[src/bdcp_pkg.sv]
package bdcp_pkg;

  localparam int MAX_CLUSTERS   = 16;
  localparam int MAX_DIMENSIONS = 32;
  localparam int COORD_BITS     = 24;
  localparam int DIST_BITS      = 55;
  localparam int CL_W           = 4;
  localparam int DIM_W          = 5;
  localparam int NCL_W          = 5;
  localparam int CTOL_W         = 8;
  localparam int DTOL_W         = 16;
  localparam int CFG_IDX_W      = 2;
  localparam int CFG_DATA_W     = 16;
  localparam int ABS_W          = COORD_BITS + 1;
  localparam int SQ_W           = 2 * ABS_W;
  localparam int DIFF_W         = COORD_BITS + 4;

  localparam logic [DIST_BITS-1:0] DIST_MAX = '1;

  typedef enum logic {
    OP_LOAD  = 1'b0,
    OP_COORD = 1'b1
  } op_t;

  typedef enum logic [CFG_IDX_W-1:0] {
    REG_NUM_CLUSTERS = 2'd0,
    REG_COORD_TOL    = 2'd1,
    REG_DIST_TOL     = 2'd2
  } cfg_reg_t;

  typedef enum logic [2:0] {
    ST_IDLE,
    ST_RUN,
    ST_SCAN_MAX,
    ST_SCAN_MIN,
    ST_DONE
  } state_t;

  typedef struct packed {
    logic                         valid;
    logic [DIM_W-1:0]             dim;
    logic signed [COORD_BITS-1:0] coord;
    logic [CTOL_W-1:0]            ctol;
  } tok_t;

  typedef struct packed {
    logic                         en;
    logic [DIM_W-1:0]             dim;
    logic signed [COORD_BITS-1:0] lo;
    logic signed [COORD_BITS-1:0] hi;
  } wr_t;

endpackage

[src/bdcp_cell.sv]
module bdcp_cell (
  input  logic                             clk,
  input  logic                             rst,
  input  bdcp_pkg::tok_t                   tok_in,
  output bdcp_pkg::tok_t                   tok_out,
  input  bdcp_pkg::wr_t                    wr,
  input  logic                             active,
  input  logic                             clear,
  output logic [bdcp_pkg::DIST_BITS-1:0]   min_acc,
  output logic [bdcp_pkg::DIST_BITS-1:0]   max_acc
);
  import bdcp_pkg::*;

  logic [2*COORD_BITS-1:0] box_mem [MAX_DIMENSIONS];
  logic [2*COORD_BITS-1:0] rd;

  logic                    s2_valid, s3_valid;
  logic [ABS_W-1:0]        s2_amin, s2_amax;
  logic [SQ_W-1:0]         s3_sqmin, s3_sqmax;

  logic signed [DIFF_W-1:0] pw, lbw, ubw, ctw, d_pu, d_pl;
  logic                     above, below, pick_up;
  logic [ABS_W-1:0]         abs_pu, abs_pl, amin, amax;
  logic [DIST_BITS:0]       sum_min, sum_max;

  function automatic logic [ABS_W-1:0] abs_of(input logic signed [DIFF_W-1:0] v);
    logic signed [DIFF_W-1:0] a;
    a = (v < 0) ? -v : v;
    return a[ABS_W-1:0];
  endfunction

  // Box memory; read data lines up with the token handed to the neighbor
  always_ff @(posedge clk) begin
    if (wr.en) begin
      box_mem[wr.dim] <= {wr.hi, wr.lo};
    end
    rd <= box_mem[tok_in.dim];
  end

  always_ff @(posedge clk) begin
    if (rst) begin
      tok_out.valid <= 1'b0;
    end else begin
      tok_out.valid <= tok_in.valid;
    end
    tok_out.dim   <= tok_in.dim;
    tok_out.coord <= tok_in.coord;
    tok_out.ctol  <= tok_in.ctol;
  end

  always_comb begin
    pw      = DIFF_W'(tok_out.coord);
    lbw     = DIFF_W'($signed(rd[COORD_BITS-1:0]));
    ubw     = DIFF_W'($signed(rd[2*COORD_BITS-1:COORD_BITS]));
    ctw     = $signed({{(DIFF_W-CTOL_W){1'b0}}, tok_out.ctol});
    d_pu    = pw - ubw;
    d_pl    = pw - lbw;
    above   = (d_pu + ctw) > 0;
    below   = (d_pl - ctw) < 0;
    pick_up = (d_pl + d_pu + ctw) < 0;
    abs_pu  = abs_of(d_pu);
    abs_pl  = abs_of(d_pl);
    if (above) begin
      amin = abs_pu;
      amax = abs_pl;
    end else if (below) begin
      amin = abs_pl;
      amax = abs_pu;
    end else begin
      amin = '0;
      amax = pick_up ? abs_pu : abs_pl;
    end
  end

  always_ff @(posedge clk) begin
    if (rst) begin
      s2_valid <= 1'b0;
      s3_valid <= 1'b0;
    end else begin
      s2_valid <= tok_out.valid;
      s3_valid <= s2_valid;
    end
    s2_amin  <= amin;
    s2_amax  <= amax;
    s3_sqmin <= s2_amin * s2_amin;
    s3_sqmax <= s2_amax * s2_amax;
  end

  assign sum_min = {1'b0, min_acc} + (DIST_BITS+1)'(s3_sqmin);
  assign sum_max = {1'b0, max_acc} + (DIST_BITS+1)'(s3_sqmax);

  // Saturating accumulate
  always_ff @(posedge clk) begin
    if (rst || clear) begin
      min_acc <= '0;
      max_acc <= '0;
    end else if (s3_valid && active) begin
      min_acc <= sum_min[DIST_BITS] ? DIST_MAX : sum_min[DIST_BITS-1:0];
      max_acc <= sum_max[DIST_BITS] ? DIST_MAX : sum_max[DIST_BITS-1:0];
    end
  end

endmodule

[config.mk]
export PLATFORM = sky130hd
export DESIGN_NAME = bdcp_cell
export DESIGN_NICKNAME = d
export VERILOG_FILES = /design/src/bdcp_pkg.sv /design/src/bdcp_cell.sv
export SDC_FILE = /design/constraint.sdc
export NUM_CORES = 2
export LEC_CHECK = 0
export BUFFER_PORTS_ARGS = -buffer_cell sky130_fd_sc_hd__buf_2
export CORE_MARGIN = 5
export CORE_UTILIZATION = 50
export DETAILED_ROUTE_END_ITERATION = 6
export PLACE_DENSITY = 0.66
export SYNTH_ARGS = -nofsm -noshare
export SYNTH_HDL_FRONTEND = slang
export SYNTH_SLANG_ARGS = --single-unit
[constraint.sdc]
create_clock -name clk -period 10.5 [get_ports clk]
set_input_delay 1.575 -clock clk [delete_from_list [all_inputs] [get_ports clk]]
set_output_delay 1.575 -clock clk [all_outputs]
set_load 0.02 [all_outputs]
==> key figures <==
Die
  – Row cnt: 175
  – Die X: around 500 µm
  – Initial core utilization: 50.13%
  – Core box area: 0.2268 mm²
  – Ports: 244
  – Die height: around 500 µm
  – Die ar.: 0.2371 mm²

Hold path
  – Tightest Hold Check Type: reg -> reg
  – Hold Crit Start: tok_out[37]
  – Hold endpoint: s2_valid
  – Worst Hold Depth: 1

Detailed routing
  – Vias per inst: 5.735
  – Detailed router's first-iteration violation count: 6758
  – Antenna Violating Nets Remaining: 0
  – Drc violations: 0
  – Drt total wl: roughly 290 mm
  – Drt first pass iters: 6
  – Avg WL per Cell: 24.60 µm
  – Vias: a little under 70000

Synth
  – Cell with the most instances after synthesis: edfxtp_1
  – Mean Syn Cell Area: 13.35 µm²
  – Sequential-to-total area share from yosys stat: 46.65%
  – Post-synth EDFFs: 1536
  – Mapped cell area: 0.1137 mm²
  – Mapped Cells: 8518
  – Syn Nets: between 10000 and 15000
  – #FFs+latches synth: 1882
  – Post-synth top area cell: edfxtp_1
  – Main synth FF type: edfxtp_1
  – Largest cells by area after synthesis: edfxtp_1 41%, fa_1 17%, mux4_2 9.5%
  – Synth top area share: about two fifths
  – Synth unique cells: 92
  – Top cells by count, synth: 1536 x edfxtp_1, 1499 x inv_1, 942 x fa_1, 584 x ha_1, 480 x mux4_2
  – Yosys warnings: 0
  – Synth async-reset ratio: 0%

STA
  – Hold Vio Cnt, Final: 0
  – Pin slew with the least headroom to its limit: 1389 ps
  – Min Tclk post-route: 8742 ps
  – Worst slew margin relative to its limit: 7.256%
  – Setup tns final: 0 ps
  – Setup violators final: 0
  – Max Slew Vio Count: 0
  – Period utilization: 83.26%
  – Peak Freq: roughly 110 MHz
  – Worst Clk Skew: between 90 and 100 ps
  – RSZ-0062 raised after global routing: false

GRT
  – Largest net degree at the start of global routing: 106
  – Initial antenna violation count: 32
  – Total congestion overflow: 0
  – Vias in the first global route: 71180
  – Gr usage total: 24.96%
  – First-pass GRT wire length: 445.9 mm

Setup path
  – WP data arrival: 9460 ps
  – Reg2reg path depth: 29
  – R2R setup slack: 1760 ps
  – Max Fanout on Critical Path: 28
  – Critical path class: reg -> reg
  – Worst R2R Start: s2_amin[1]
  – Reg-to-Reg End: s3_sqmin[42]
  – Crit path largest cell delay: 1240 ps
  – Data required, critical path: 11220 ps
  – Slowest cell on the critical path: dfxtp_1
  – Startpoint types: register
  – Worst setup EP type: register

Job
  – Max Cap Viol: 0

CTS
  – Htree depth: 4
  – Post-CTS Setup Bufs: 0
  – CTS buffer count: about 190
  – Root Buffer: clkbuf_16
  – Clk_lat worst skew: between 800 and 900 ps
  – Clock buffer depth: 3
  – Post-CTS Hold Fix Bufs: 0
  – CTS tree: done
  – CTS Sinks: 1882
  – Clock-pin slew on the worst setup and hold paths: around 60 ps
  – Post-CTS Resized: 0

Cells and area
  – Layout area overhead: 10.00%
  – Fin nets: ~10000
  – Layout cell share with drive strength beyond 1: between 10% and 20%
  – # fillers: 18390

Status
  – Status: finished clean

Place
  – PortBufs: roughly 240
  – GP Congestion: 0.8992
  – Post-DP HPWL: about 200 mm
layout make-up:
| class | instances | area (µm²) | share of cell area, % |
|---|---|---|---|
| Timing Repair Buffer | 359 | 2162 | 1.728 |
| Antenna cell | 10 | 25.02 | 0.02000 |
| Inverter | 1501 | 5634 | 4.504 |
| Multi-Input combinational cell | 4813 | 54060 | 43.21 |
| Clock buffer | 260 | 5210 | 4.165 |
| Sequential cell | 1882 | 53050 | 42.41 |
| Clock inverter | 97 | 1194 | 0.9541 |
| Tap cell | 3009 | 3765 | 3.009 |
layout by cell type, fill, tap and decap left out, drive strengths merged, types with 10 or more instances in the layout:
cell	Yosys	layout
edfxtp	1536	1536
nand3	64	64
nand2b	42	42
mux2i	38	38
nor2	255	255
a21o	160	160
a211oi	33	33
a21boi	12	12
nand2	476	476
o21ai	246	246
nor2b	45	45
or3	31	31
buf	54	358
fa	942	942
nor4	16	16
ha	584	584
inv	1499	1503
nor3	47	47
o31ai	35	35
bufinv	0	14
clkinv	2	78
and3	44	44
mux4	480	480
nand4	30	30
and2	251	251
xnor2	190	190
xor2	101	101
mux2	53	53
o211ai	15	15
clkbuf	268	261
o21bai	38	38
or2	21	21
diode	0	10
o21a	30	30
a21oi	311	311
dfxtp	346	346
a31oi	101	101
worst max path at each step:
stage / slack, ps / from / depth (start not counted) / end
2_1_floorplan: 2880 / s2_amax[3] / 31 / s3_sqmax[49]
6_report: 1760 / s2_amin[1] / 29 / s3_sqmin[42]
4_1_cts: 1920 / s2_amin[1] / 29 / s3_sqmin[42]
5_1_grt: 1430 / s2_amin[1] / 29 / s3_sqmin[44]
3_3_place_gp: 2040 / s2_amin[1] / 29 / s3_sqmin[42]
3_5_place_dp: 1860 / s2_amin[1] / 29 / s3_sqmin[42]
kinds of logic (layout without fill, tap and decap cells):
| family | after synthesis | count (layout) | share of synthesized area (%) |
|---|---|---|---|
| fa+ha+maj | 1526 | 1526 | 23.01 |
| xor+xnor | 291 | 291 | 2.241 |
| mux | 571 | 571 | 10.37 |
| compound gates | 1070 | 1070 | 5.862 |
| flops | 1882 | 1882 | 46.65 |
| simple gates | 1355 | 1355 | 5.822 |
| buf+inv | 1823 | 2217 | 6.053 |
| other cells | 0 | 10 | 0 |
worst max-delay path: cells and delay by family, from the launching register on:
kind / cells / cell delay [ps]
adders and majority gates: 8 / 3930
AOI/OAI and AO/OA: 11 / 2520
DFF: 1 / 1240
and+or+nand+nor: 2 / 440
buffers and inverters: 7 / 360
xor gates and xnor gates: 1 / 140
routing by layer:
layer / vias to the layer above / track usage [%] / share of wire (%)
li1: 29990 / - / -
met1: 35190 / 34.53 / 41
met2: 2765 / 41.03 / 48
met3: 469 / 4.181 / 7.8
met4: 18 / 7.399 / 3.2
met5: - / 0 / 0.042
metrics by stage:
step	hold slack (ps)	cell area (µm²)	util (%)	instances	setup slack, ps
detailed placement	428.1	118700	52.32	11560	1856
finish	460.1	125100	55.15	11930	1758
CTS	464.3	125100	55.14	11920	1923
global route	495.9	125100	55.14	11920	1433
global placement	421.2	118700	52.32	11560	2037
floorplan	411.5	113700	-	8518	2878
flip-flops by register name, summed over array words and instances, names as in the netlist:
name      cells
s3_sqmax     49
s2_valid      1
s2_amin      25
box_mem    1536
s2_amax      25
max_acc      55
s3_valid      1
s3_sqmin     49
rd           48
min_acc      55
tok_out      38
Power is left out: the tool's default activity adds up to more than one toggle a clock period on the data nets, which glitch-free logic cannot reach.
